`src/sv/cartridge_bank_mapper_assert.svh`:
```
// Assertion macros for the cartridge bank mapper.
// Needs a clock named clk and an active-low reset named rst_n in the including scope.
`ifndef CARTRIDGE_BANK_MAPPER_ASSERT_SVH
`define CARTRIDGE_BANK_MAPPER_ASSERT_SVH

`ifndef SYNTHESIS
// Consequent must hold in the same cycle as the antecedent.
`define CBM_ASSERT_SAME(lbl, ante, cons) \
    lbl: assert property (@(posedge clk) disable iff (!rst_n) (ante) |-> (cons)) \
        else $error("cartridge_bank_mapper: same-cycle check failed");
// Consequent must hold in the cycle after the antecedent.
`define CBM_ASSERT_NEXT(lbl, ante, cons) \
    lbl: assert property (@(posedge clk) disable iff (!rst_n) (ante) |=> (cons)) \
        else $error("cartridge_bank_mapper: next-cycle check failed");
`else
`define CBM_ASSERT_SAME(lbl, ante, cons)
`define CBM_ASSERT_NEXT(lbl, ante, cons)
`endif

`endif

```
`src/sv/cbm_pkg.sv`:
```
// Shared types and constants for the cartridge bank mapper.
// No dependencies; used by cbm_regs, cbm_map and cartridge_bank_mapper.
package cbm_pkg;

    localparam int ROM_ADDR_BITS = 21;
    localparam int RAM_ADDR_BITS = 16;

    localparam int ROM_FIELD_W = 21;
    localparam int RAM_FIELD_W = 16;
    localparam int RAM_OFF_W   = 21;
    localparam int CFG_IDX_W   = 2;

    localparam logic [4:0] ROM_BASE_BITS = 5'd15;
    localparam logic [4:0] BIG_ROM_BITS  = 5'd19;

    localparam logic [7:0] MBC1_LO = 8'h01;
    localparam logic [7:0] MBC1_HI = 8'h03;
    localparam logic [7:0] MBC3_LO = 8'h0F;
    localparam logic [7:0] MBC3_HI = 8'h13;

    localparam logic [3:0] RAM_EN_KEY    = 4'hA;
    localparam logic [6:0] MBC1_BANK_MSK = 7'h1F;
    localparam logic [6:0] MBC3_BANK_MSK = 7'h7F;
    localparam logic [6:0] ROM_BANK_RST  = 7'd1;
    localparam logic [7:0] MBC3_RTC_SEL  = 8'h08;
    localparam logic [7:0] BYTE_OPEN     = 8'hFF;
    localparam logic [7:0] BYTE_ZERO     = 8'h00;

    // opcodes
    localparam logic OP_READ  = 1'b0;
    localparam logic OP_WRITE = 1'b1;

    // result targets
    localparam logic [1:0] TGT_ROM   = 2'd0;
    localparam logic [1:0] TGT_RAM   = 2'd1;
    localparam logic [1:0] TGT_FIXED = 2'd2;

    // RAM window lookup outcome
    localparam logic [1:0] LOC_OK   = 2'd0;
    localparam logic [1:0] LOC_OPEN = 2'd1;
    localparam logic [1:0] LOC_ZERO = 2'd2;

    // configuration register indexes
    localparam logic [CFG_IDX_W-1:0] REG_CART_TYPE = 2'd0;
    localparam logic [CFG_IDX_W-1:0] REG_ROM_SIZE  = 2'd1;
    localparam logic [CFG_IDX_W-1:0] REG_RAM_SIZE  = 2'd2;

    // mapper register select, bus_address[14:13] within 0x0000-0x7FFF
    localparam logic [1:0] SEL_RAM_EN   = 2'd0;
    localparam logic [1:0] SEL_ROM_BANK = 2'd1;
    localparam logic [1:0] SEL_RAM_BANK = 2'd2;
    localparam logic [1:0] SEL_MODE     = 2'd3;

    typedef struct packed {
        logic [7:0] cart_type;
        logic [2:0] rom_size_code;
        logic [2:0] ram_size_sel;
    } cfg_t;

    typedef struct packed {
        logic       ram_enable;
        logic [6:0] rom_bank;
        logic [7:0] ram_bank;
        logic       bank_mode;
    } state_t;

    typedef struct packed {
        logic        opcode;
        logic [15:0] bus_address;
        logic [7:0]  write_data;
    } item_t;

    typedef struct packed {
        logic [1:0]             target;
        logic [ROM_FIELD_W-1:0] rom_address;
        logic [RAM_FIELD_W-1:0] ram_address;
        logic [7:0]             fixed_byte;
        logic                   ram_write;
        logic                   handled;
    } result_t;

    typedef struct packed {
        logic   we;
        state_t nxt;
    } state_upd_t;

endpackage

```
`src/sv/cbm_regs.sv`:
```
// Configuration and bank state registers of the cartridge bank mapper.
// Depends on cbm_pkg.
module cbm_regs
(
    input  logic                           clk,
    input  logic                           rst_n,
    input  logic                           cfg_we,
    input  logic [cbm_pkg::CFG_IDX_W-1:0]  cfg_index,
    input  logic [7:0]                     cfg_data,
    input  cbm_pkg::state_upd_t            upd,
    output cbm_pkg::cfg_t                  cfg,
    output cbm_pkg::state_t                st
);

    cbm_pkg::cfg_t   cfg_reg;
    cbm_pkg::cfg_t   cfg_next;
    cbm_pkg::state_t st_reg;
    cbm_pkg::state_t st_next;

    always_comb
    begin
        cfg_next = cfg_reg;
        if (cfg_we)
        begin
            case (cfg_index)
                cbm_pkg::REG_CART_TYPE: cfg_next.cart_type     = cfg_data;
                cbm_pkg::REG_ROM_SIZE:  cfg_next.rom_size_code = cfg_data[2:0];
                cbm_pkg::REG_RAM_SIZE:  cfg_next.ram_size_sel  = cfg_data[2:0];
                default: ;
            endcase
        end
    end

    always_comb
    begin
        st_next = st_reg;
        if (upd.we)
        begin
            st_next = upd.nxt;
        end
    end

    always_ff @(posedge clk or negedge rst_n)
    begin
        if (!rst_n)
        begin
            cfg_reg <= '0;
            st_reg  <= '{ram_enable: 1'b0, rom_bank: cbm_pkg::ROM_BANK_RST,
                         ram_bank: 8'd0, bank_mode: 1'b0};
        end
        else
        begin
            cfg_reg <= cfg_next;
            st_reg  <= st_next;
        end
    end

    assign cfg = cfg_reg;
    assign st  = st_reg;

endmodule

```
`src/sv/cbm_map.sv`:
```
// Address decode and bank mapping for one bus access.
// Depends on cbm_pkg; pure combinational logic fed by the input register.
module cbm_map
(
    input  cbm_pkg::item_t      item,
    input  cbm_pkg::cfg_t       cfg,
    input  cbm_pkg::state_t     st,
    output cbm_pkg::result_t    res,
    output cbm_pkg::state_upd_t upd
);

    logic                                is_mbc1;
    logic                                is_mbc3;
    logic                                in_rom;
    logic                                in_ram;
    logic                                big;
    logic [4:0]                          rom_bits;
    logic [cbm_pkg::ROM_FIELD_W-1:0]     rom_mask;
    logic [cbm_pkg::ROM_FIELD_W-1:0]     rom_off;
    logic [6:0]                          hi_bank;
    logic                                has_ram;
    logic [4:0]                          ram_bits_raw;
    logic [4:0]                          ram_bits;
    logic [7:0]                          sel_bank;
    logic [cbm_pkg::RAM_OFF_W-1:0]       ram_off;
    logic                                ram_fits;
    logic [1:0]                          loc;
    logic [6:0]                          new_rom_bank;

    assign is_mbc1 = cfg.cart_type inside {[cbm_pkg::MBC1_LO:cbm_pkg::MBC1_HI]};
    assign is_mbc3 = cfg.cart_type inside {[cbm_pkg::MBC3_LO:cbm_pkg::MBC3_HI]};
    assign in_rom  = ~item.bus_address[15];
    assign in_ram  = (item.bus_address[15:13] == 3'b101);

    // ROM side: window width saturates at the ROM address field
    always_comb
    begin
        rom_bits = cbm_pkg::ROM_BASE_BITS + {2'b00, cfg.rom_size_code};
        if (rom_bits > 5'(cbm_pkg::ROM_ADDR_BITS))
        begin
            rom_bits = 5'(cbm_pkg::ROM_ADDR_BITS);
        end
        for (int i = 0; i < cbm_pkg::ROM_FIELD_W; i++)
        begin
            rom_mask[i] = (5'(i) < rom_bits);
        end
    end

    assign big     = (rom_bits > cbm_pkg::BIG_ROM_BITS);
    // upper ROM bank bits come from the RAM bank register on large MBC1 carts
    assign hi_bank = big ? {st.ram_bank[1:0], 5'b00000} : 7'd0;

    always_comb
    begin
        if (!item.bus_address[14])
        begin
            if (is_mbc1 && st.bank_mode)
            begin
                rom_off = {hi_bank, item.bus_address[13:0]};
            end
            else
            begin
                rom_off = {7'd0, item.bus_address[13:0]};
            end
        end
        else if (is_mbc1)
        begin
            rom_off = {st.rom_bank | hi_bank, item.bus_address[13:0]};
        end
        else if (is_mbc3)
        begin
            rom_off = {st.rom_bank, item.bus_address[13:0]};
        end
        else
        begin
            rom_off = {6'd0, item.bus_address[14:0]};
        end
    end

    // RAM side
    always_comb
    begin
        has_ram = 1'b1;
        case (cfg.ram_size_sel)
            3'd2:    ram_bits_raw = 5'd13;
            3'd3:    ram_bits_raw = 5'd15;
            3'd4:    ram_bits_raw = 5'd17;
            3'd5:    ram_bits_raw = 5'd16;
            default:
            begin
                ram_bits_raw = 5'd0;
                has_ram      = 1'b0;
            end
        endcase
        ram_bits = ram_bits_raw;
        if (ram_bits_raw > 5'(cbm_pkg::RAM_ADDR_BITS))
        begin
            ram_bits = 5'(cbm_pkg::RAM_ADDR_BITS);
        end
    end

    assign sel_bank = (st.bank_mode || is_mbc3) ? st.ram_bank : 8'd0;
    assign ram_off  = {sel_bank, item.bus_address[12:0]};
    assign ram_fits = ((ram_off >> ram_bits) == '0);

    always_comb
    begin
        if (!st.ram_enable)
        begin
            loc = cbm_pkg::LOC_OPEN;
        end
        else if (is_mbc3 && (st.ram_bank >= cbm_pkg::MBC3_RTC_SEL))
        begin
            loc = cbm_pkg::LOC_ZERO;
        end
        else if (!has_ram || !ram_fits)
        begin
            loc = cbm_pkg::LOC_OPEN;
        end
        else
        begin
            loc = cbm_pkg::LOC_OK;
        end
    end

    always_comb
    begin
        new_rom_bank = item.write_data[6:0]
                       & (is_mbc1 ? cbm_pkg::MBC1_BANK_MSK : cbm_pkg::MBC3_BANK_MSK);
        if (new_rom_bank == 7'd0)
        begin
            new_rom_bank = cbm_pkg::ROM_BANK_RST;
        end
    end

    always_comb
    begin
        res.target      = cbm_pkg::TGT_FIXED;
        res.rom_address = '0;
        res.ram_address = '0;
        res.fixed_byte  = cbm_pkg::BYTE_ZERO;
        res.ram_write   = 1'b0;
        res.handled     = 1'b0;
        upd.we          = 1'b0;
        upd.nxt         = st;

        if (item.opcode == cbm_pkg::OP_READ)
        begin
            res.fixed_byte = cbm_pkg::BYTE_OPEN;
            if (in_rom)
            begin
                res.target      = cbm_pkg::TGT_ROM;
                res.rom_address = rom_off & rom_mask;
                res.fixed_byte  = cbm_pkg::BYTE_ZERO;
            end
            else if (in_ram)
            begin
                if (loc == cbm_pkg::LOC_OK)
                begin
                    res.target      = cbm_pkg::TGT_RAM;
                    res.ram_address = ram_off[cbm_pkg::RAM_FIELD_W-1:0];
                    res.fixed_byte  = cbm_pkg::BYTE_ZERO;
                end
                else if (loc == cbm_pkg::LOC_ZERO)
                begin
                    res.fixed_byte = cbm_pkg::BYTE_ZERO;
                end
            end
        end
        else if (in_rom && (is_mbc1 || is_mbc3))
        begin
            res.handled = 1'b1;
            upd.we      = 1'b1;
            case (item.bus_address[14:13])
                cbm_pkg::SEL_RAM_EN:
                    upd.nxt.ram_enable = (item.write_data[3:0] == cbm_pkg::RAM_EN_KEY);
                cbm_pkg::SEL_ROM_BANK:
                    upd.nxt.rom_bank = new_rom_bank;
                cbm_pkg::SEL_RAM_BANK:
                    upd.nxt.ram_bank = is_mbc1 ? {6'd0, item.write_data[1:0]}
                                               : item.write_data;
                cbm_pkg::SEL_MODE:
                begin
                    if (is_mbc1)
                    begin
                        upd.nxt.bank_mode = item.write_data[0];
                    end
                end
                default: ;
            endcase
        end
        else if (in_ram)
        begin
            // dropped RAM writes still count as handled
            res.handled = 1'b1;
            if (loc == cbm_pkg::LOC_OK)
            begin
                res.target      = cbm_pkg::TGT_RAM;
                res.ram_address = ram_off[cbm_pkg::RAM_FIELD_W-1:0];
                res.ram_write   = 1'b1;
            end
        end
    end

endmodule

```
`src/sv/cartridge_bank_mapper.sv`:
```
// Cartridge bank mapper (MBC1 / MBC3): accepted items are decoded, then registered.
// One item per cycle when not stalled: input register, one decode pass, result register.
// A stalled result holds; the input stalls only while both registers are full and stalled.
// Mapper registers written by an item are seen by the very next item.
// Reset clears both valid flags and all config registers, disables RAM, sets ROM bank 1.
// Config writes are always ready and take effect at the next clock edge.
module cartridge_bank_mapper
(
    input  logic                                 clk,
    input  logic                                 rst_n,
    input  logic                                 cfg_valid,
    output logic                                 cfg_ready,
    input  logic [cbm_pkg::CFG_IDX_W-1:0]        cfg_index,
    input  logic [7:0]                           cfg_data,
    input  logic                                 in_valid,
    output logic                                 in_stall,
    input  logic                                 opcode,
    input  logic [15:0]                          bus_address,
    input  logic [7:0]                           write_data,
    output logic                                 out_valid,
    input  logic                                 out_stall,
    output logic [1:0]                           target,
    output logic [cbm_pkg::ROM_FIELD_W-1:0]      rom_address,
    output logic [cbm_pkg::RAM_FIELD_W-1:0]      ram_address,
    output logic [7:0]                           fixed_byte,
    output logic                                 ram_write,
    output logic                                 handled
);

`include "cartridge_bank_mapper_assert.svh"

    logic                in_valid_reg;
    logic                in_valid_next;
    cbm_pkg::item_t      item_reg;
    logic                out_valid_reg;
    logic                out_valid_next;
    cbm_pkg::result_t    res_reg;
    cbm_pkg::result_t    res_comb;
    cbm_pkg::state_upd_t upd_comb;
    cbm_pkg::state_upd_t upd_gated;
    cbm_pkg::cfg_t       cfg;
    cbm_pkg::state_t     st;
    logic                advance;
    logic                fire;
    logic                accept;

    assign cfg_ready = 1'b1;

    // result register can take a new item when empty or being drained
    assign advance  = !out_valid_reg || !out_stall;
    assign in_stall = in_valid_reg && !advance;
    assign accept   = in_valid && !in_stall;
    assign fire     = in_valid_reg && advance;

    assign upd_gated.we  = upd_comb.we && fire;
    assign upd_gated.nxt = upd_comb.nxt;

    cbm_regs u_regs
    (
        .clk       (clk),
        .rst_n     (rst_n),
        .cfg_we    (cfg_valid && cfg_ready),
        .cfg_index (cfg_index),
        .cfg_data  (cfg_data),
        .upd       (upd_gated),
        .cfg       (cfg),
        .st        (st)
    );

    cbm_map u_map
    (
        .item (item_reg),
        .cfg  (cfg),
        .st   (st),
        .res  (res_comb),
        .upd  (upd_comb)
    );

    always_comb
    begin
        in_valid_next = in_valid_reg;
        if (accept)
        begin
            in_valid_next = 1'b1;
        end
        else if (advance)
        begin
            in_valid_next = 1'b0;
        end
    end

    always_comb
    begin
        out_valid_next = out_valid_reg;
        if (advance)
        begin
            out_valid_next = in_valid_reg;
        end
    end

    always_ff @(posedge clk or negedge rst_n)
    begin
        if (!rst_n)
        begin
            in_valid_reg  <= 1'b0;
            out_valid_reg <= 1'b0;
        end
        else
        begin
            in_valid_reg  <= in_valid_next;
            out_valid_reg <= out_valid_next;
        end
    end

    always_ff @(posedge clk)
    begin
        if (accept)
        begin
            item_reg <= '{opcode: opcode, bus_address: bus_address, write_data: write_data};
        end
        if (fire)
        begin
            res_reg <= res_comb;
        end
    end

    assign out_valid   = out_valid_reg;
    assign target      = res_reg.target;
    assign rom_address = res_reg.rom_address;
    assign ram_address = res_reg.ram_address;
    assign fixed_byte  = res_reg.fixed_byte;
    assign ram_write   = res_reg.ram_write;
    assign handled     = res_reg.handled;

    `CBM_ASSERT_SAME(a_ram_write_target, out_valid && ram_write, (target == cbm_pkg::TGT_RAM) && handled)
    `CBM_ASSERT_SAME(a_fixed_only_when_fixed, out_valid && (target != cbm_pkg::TGT_FIXED), fixed_byte == cbm_pkg::BYTE_ZERO)
    `CBM_ASSERT_SAME(a_rom_bank_nonzero, 1'b1, st.rom_bank != 7'd0)
    `CBM_ASSERT_SAME(a_stall_from_output, in_stall, out_valid && out_stall)

endmodule
```
`config.mk`:
```
export PLATFORM = sky130hd
export DESIGN_NAME = cartridge_bank_mapper
export DESIGN_NICKNAME = d
export VERILOG_FILES = /design/src/sv/cbm_pkg.sv /design/src/sv/cbm_regs.sv /design/src/sv/cbm_map.sv /design/src/sv/cartridge_bank_mapper.sv
export VERILOG_INCLUDE_DIRS = /design/src /design/src/sv
export SDC_FILE = /design/constraint.sdc
export NUM_CORES = 1
export LEC_CHECK = 0
export BUFFER_PORTS_ARGS = -buffer_cell sky130_fd_sc_hd__buf_2
export CORE_UTILIZATION = 49
export DETAILED_ROUTE_END_ITERATION = 12
export GPL_TIMING_DRIVEN = 1
export HOLD_SLACK_MARGIN = 0.06
export PLACE_DENSITY_LB_ADDON = 0.2
export SLEW_MARGIN = 20
export SYNTH_ARGS = -nofsm -noshare
export SYNTH_HDL_FRONTEND = slang
export SYNTH_SLANG_ARGS = --single-unit
```
`constraint.sdc`:
```
create_clock -name clk -period 5.3 [get_ports clk]
set_input_delay 1.59 -clock clk [delete_from_list [all_inputs] [get_ports clk]]
set_output_delay 1.59 -clock clk [all_outputs]
set_load 0.05 [all_outputs]
```
# After elaboration in Yosys (flattened, before gate mapping)
# Index checks and enable logic that the tools add are counted.
totals:
  register_bits: 107
  input_bits: 40
  elab_cells: 144
  output_inout_bits: 52
classes:
  n_eq_ne: 12
  reduce_logical: 36
  n_bitwise: 6
  addsub: 1
  muxes: 41
  n_shift: 1
  n_lt_le_gt_ge: 29
op_table:
  columns: ["op", "n"]
  rows:
  - ["21-bit 2-to-1 mux", 4]
  - ["16-bit 2-to-1 mux", 5]
  - ["4-bit by 5-bit less-than comparator with 1-bit output (first input constant)", 8]
  - ["8-bit 2-to-1 mux", 5]
  - ["18-bit 2-to-1 mux", 2]
  - ["7-bit 2-to-1 mux", 4]
  - ["5-bit less-than comparator (first input constant)", 5]
  - ["24-bit 2-to-1 mux", 1]
  - ["21-bit AND", 1]
  - ["21-bit logical NOT", 1]
  - ["21-bit by 5-bit right shift with 21-bit output", 1]
  - ["3-bit by 5-bit less-than comparator with 1-bit output (first input constant)", 4]
  - ["5-bit one-hot mux with 4 select lines", 1]
  - ["8-bit by 4-bit >= comparator with 1-bit output (second input constant)", 2]
  - ["5-bit greater-than comparator (second input constant)", 3]
  - ["2-bit 2-to-1 mux", 7]
  - ["4-bit AND reduction", 3]
  - ["1-bit by 5-bit less-than comparator with 1-bit output (first input constant)", 2]
  - ["2-bit by 5-bit less-than comparator with 1-bit output (first input constant)", 2]
  - ["1-bit 2-to-1 mux", 10]
  - ["5-bit 2-to-1 mux", 2]
  - ["3-bit == test (second input constant)", 3]
  - ["1-bit logical AND", 9]
  - ["2-bit == test (second input constant)", 4]
  - ["20 further kinds", 37]

# Logic depth before layout (Yosys ltp)
depth:
  depth_word: 17
  ltp_mapped: 8
  mapped_depth_nobuf: 7

# Cells and area by module
# From an unflattened synthesis, not the netlist that was laid out.
unflattened:
  hier_cells: 313
  area_unflattened_um2: 4609.4
modules_own_cells:
  columns: ["mod", "instances", "seq_area_each_um2", "cells_per_inst", "area_per_inst_um2"]
  rows:
  - ["cartridge_bank_mapper", 1, 2272.2, 86, 2332.2]
  - ["cbm_regs", 1, 777.0, 67, 1172.4]
  - ["cbm_map", 1, 0.0, 160, 1104.8]

# Least setup slack after synthesis
# OpenSTA, ideal clock, no wires.
synth_timing:
  kind: "input to register"
  startpoint: "in out_stall"
  endpoint: "reg u_regs.st_reg (netlist bit u_regs.st[1])"
  setup_ns: 0.125
  arrival_ns: 6.318
  required_ns: 5.175
  stages: 4
  path_slack_ns: -1.143
  n_path_buf: 0
  cell_sequence: "a21boi_0 > nand3b_1 > nor4_4 > mux2_2"
synth_between:
  elab_chain_len: 5
synth_rtl:
  columns: ["item", "line_no", "text"]
  rows:
  - ["from (decl)", "cartridge_bank_mapper.sv:21", "input logic out_stall,"]
  - ["1-bit logical NOT", "cartridge_bank_mapper.sv:50", "assign advance = !out_valid_reg || !out_stall;"]
  - ["1-bit logical OR", "cartridge_bank_mapper.sv:50", null]
  - ["1-bit logical AND", "cartridge_bank_mapper.sv:53", "assign fire = in_valid_reg && advance;"]
  - ["1-bit logical AND", "cartridge_bank_mapper.sv:55", "assign upd_gated.we = upd_comb.we && fire;"]
  - ["4-bit AND reduction (no line)", null, null]
  - ["to (signal assigned)", "cbm_regs.sv:48", "st_reg <= '{ram_enable: 1'b0, rom_bank: cbm_pkg::ROM_BANK_RST,"]
  - ["to (signal assigned)", "cbm_regs.sv:54", "st_reg <= st_next;"]
  - ["to (decl)", "cbm_regs.sv:17", "cbm_pkg::state_t st_reg;"]
# No other way between the ends.
# A chain may end at the register's enable or synchronous reset.

# Final worst setup path
layout_timing:
  startpoint: "in out_stall"
  endpoint: "out in_stall"
layout_between:
  elab_chain_len: 4
layout_rtl:
  columns: ["item", "line_no", "text"]
  rows:
  - ["1-bit logical NOT", "cartridge_bank_mapper.sv:50", null]
  - ["1-bit logical OR", "cartridge_bank_mapper.sv:50", null]
  - ["1-bit logical NOT", "cartridge_bank_mapper.sv:51", "assign in_stall = in_valid_reg && !advance;"]
  - ["1-bit logical AND", "cartridge_bank_mapper.sv:51", null]
  - ["to (decl)", "cartridge_bank_mapper.sv:16", "output logic in_stall,"]
# No other way between the ends.

==> impl_metrics.toml <==
[yosys]
synthArstFlopShare_pct = 33.00
netlist-cell-type-count = 51
synth-main-ff-cell = "edfxtp_1"
synthTopCellsByArea = "edfxtp_1 (48%), dfrtp_1 (19%), mux2_2 (7.2%)"
ys_seq_area_share_pct = 67.13
synth.most_common_cell = "edfxtp_1"
syn-cell-area_um2 = 4229
syn_inst = 299
synthTopCellsByCount = "edfxtp_1 (67), dfrtp_1 (32), mux2_2 (27), and3_1 (21), inv_1 (15)"
synth_fp_nets = 341
yosys_warnings = 0
ys_seq_elements = 100
synth_top_area_cell = "edfxtp_1"
postSynthAreaPerCell_um2 = 14.14
synth_top_area_share_pct = 47.57
synth-edff-count = 67

[sta]
max_freq_ghz = 0.2669
tns_ps = 0
finalSetupViolations = 0
slew_viol_final = 0
hold_viol_final = 0
period_share_pct = 70.68
worst_pin_slew_ps = 802.7
hold-worst-slack_ps = 501.5
period_needed_ps = 3746
rsz0062_at_grt = "false"
slew_headroom_pct = 46.29
finalClockSkew_ps = 21.00

[worst_setup_path]
arrival_ps = 2160
crit_family = "buffers and inverters"
crit_path_max_fanout = 3
required_ps = 3710
cp_num_cells = 4
cpPeakStageDelay_ps = 250
crit_start = "out_stall"
cpMostUsedCell = "buf_2"
endpoint = "in_stall"
crit_buf_inv = 3
rr_endpoint = "u_regs.st[0]$_DFFE_PN0P_"
rrSetupSlack_ps = 2970
criticalPathCategory = "in2out"
crit_path_start_kind = "input pin"
path_cells = "buf_2 -> nand3_1 -> inv_1 -> buf_2"
crit_slowest_cell = "buf_2"
reg2reg_from = "u_regs.cfg[12]$_DFFE_PN0P_"
endpoint_kind = "output pin"
r2r.worst_path.cells = 4

[floorplan]
die_height_um = 94.90
die_area_um2 = 9006
rows = 33
dieWidth_um = 94.90
ios = 92
core-area_um2 = 8299
initial_core_util_pct = 50.96

[pwr]
powerDensity_nw_per_um2 = 367.8
ir_drop_v = 0.0002060
cellLeakagePower_nw = 2.098

[clock_network]
cts_resized = 0
clock_latency_ps = 370
cts_inserted_buffers = 9
post-cts-setup-buffer-count = 0
path_clk_slew_ps = 90
cts_tree = "yes"
hold_buffers = 0
clock_sinks = 100
cts_max_level = 3
clockBufferDepth = 2
root_buffer = "clkbuf_8"

[routing]
drc_errors = 0
wl_per_cell_um = 16.31
vias = 2708
dr.first_iter.drc_count = 134
wl_um = 8124
drtAntennaViolNets = 0
first_pass_iters = 4
vias_per_cell = 5.438

[placement]
dp_hpwl_um = 6022
place_congestion = 0.8123
port_buffers = 90

[global_routing]
grt_pass1_vias = 2473
grt_max_degree = 43
grt_overflow_total = 0
track_usage_pct = 19.11
antenna_found_initial = 0
grt_pass1_wl_um = 12670

[final_layout]
largest_reg_flops = 25
utilization_pct = 59.70
layout-drive-gt1-share_pct = 37.40
n_antenna_cell = 0
layout.nets = 430
area_delta_synth_final_pct = 17.16

[worst_hold_path]
hold_class = "reg2reg"

[status]
outcome = "finished, final reports clean"

[run]
drv_cap = 0
[worst reg2reg max path, stage by stage (launching register included)]
cell and delay (ps):
dfrtp_1 420, nor4_1 700, nand3_1 430, nor3_1 310, mux2_2 360
[where the power goes]
part / switching, mW / internal (mW) / leakage [nW]
combinational: 0.247 / 0.107 / 0.938
sequential: 0.0543 / 0.918 / 1.06
clock: 0.271 / 0.226 / 0.103
[cells by family after synthesis]
kind of cell,count (synthesis),share of synthesized area (%)
AO/OA/AOI/OAI,45,7.899
buffers and inverters,28,3.225
adder cells (fa/ha/maj),2,0.5916
AND/OR/NAND/NOR,92,12.93
multiplexers,31,8.136
flip-flops,100,67.13
other,1,0.08867
[cell type report]
type,instances,area [um^2]
clock buffers,9,123.9
clock inverters,7,80.08
fillers,675,3344
inverters,15,56.30
multi-input cells,171,1266
flip-flops and latches,100,2839
well taps,105,131.4
repair buffers,91,457.9
[worst min path at each step]
stage,startpoint,end,depth (start not counted)
floorplan,in_valid_reg$_DFFE_PN0P_,out_valid$_DFFE_PN0N_,1
global placement,in_valid_reg$_DFFE_PN0P_,out_valid$_DFFE_PN0N_,1
detailed placement,in_valid_reg$_DFFE_PN0P_,out_valid$_DFFE_PN0N_,1
CTS,in_valid_reg$_DFFE_PN0P_,out_valid$_DFFE_PN0N_,1
global route,u_regs.st[11]$_DFFE_PN0P_,u_regs.st[11]$_DFFE_PN0P_,1
finish,in_valid_reg$_DFFE_PN0P_,out_valid$_DFFE_PN0N_,1
[metrics by stage]
| step | total power, mW | instances | cell area, um^2 | setup WS [ps] |
|---|---|---|---|---|
| finish | 1.823 | 498 | 4955 | 1554 |
| detailed placement | 1.346 | 482 | 4750 | 1549 |
| global placement | 1.335 | 482 | 4750 | 1589 |
| global route | 1.903 | 498 | 4955 | 1520 |
| floorplan | 1.246 | 299 | 4229 | 234.8 |
| CTS | 1.840 | 498 | 4954 | 1549 |
[cell usage in the layout (no fill, tap or decap), types with 8 or more instances in the layout]
cell / instances
buf_2: 90
edfxtp_1: 67
dfrtp_1: 32
mux2_2: 27
and3_1: 21
inv_1: 15
nand2_1: 14
nor3_1: 10
clkbuf_8: 9
nor2_1: 8
o21ai_0: 8
[metal layers]
layer	part of all wire [%]	routed length [um]	vias to the layer above	track usage, %
li1	-	-	1297	-
met1	45	3647	1304	26.02
met2	48	3861	90	29.80
met3	5.1	415	17	3.543
met4	2.5	200	0	8.838
met5	0	0	-	0
(Power assumes the default switching activity.)
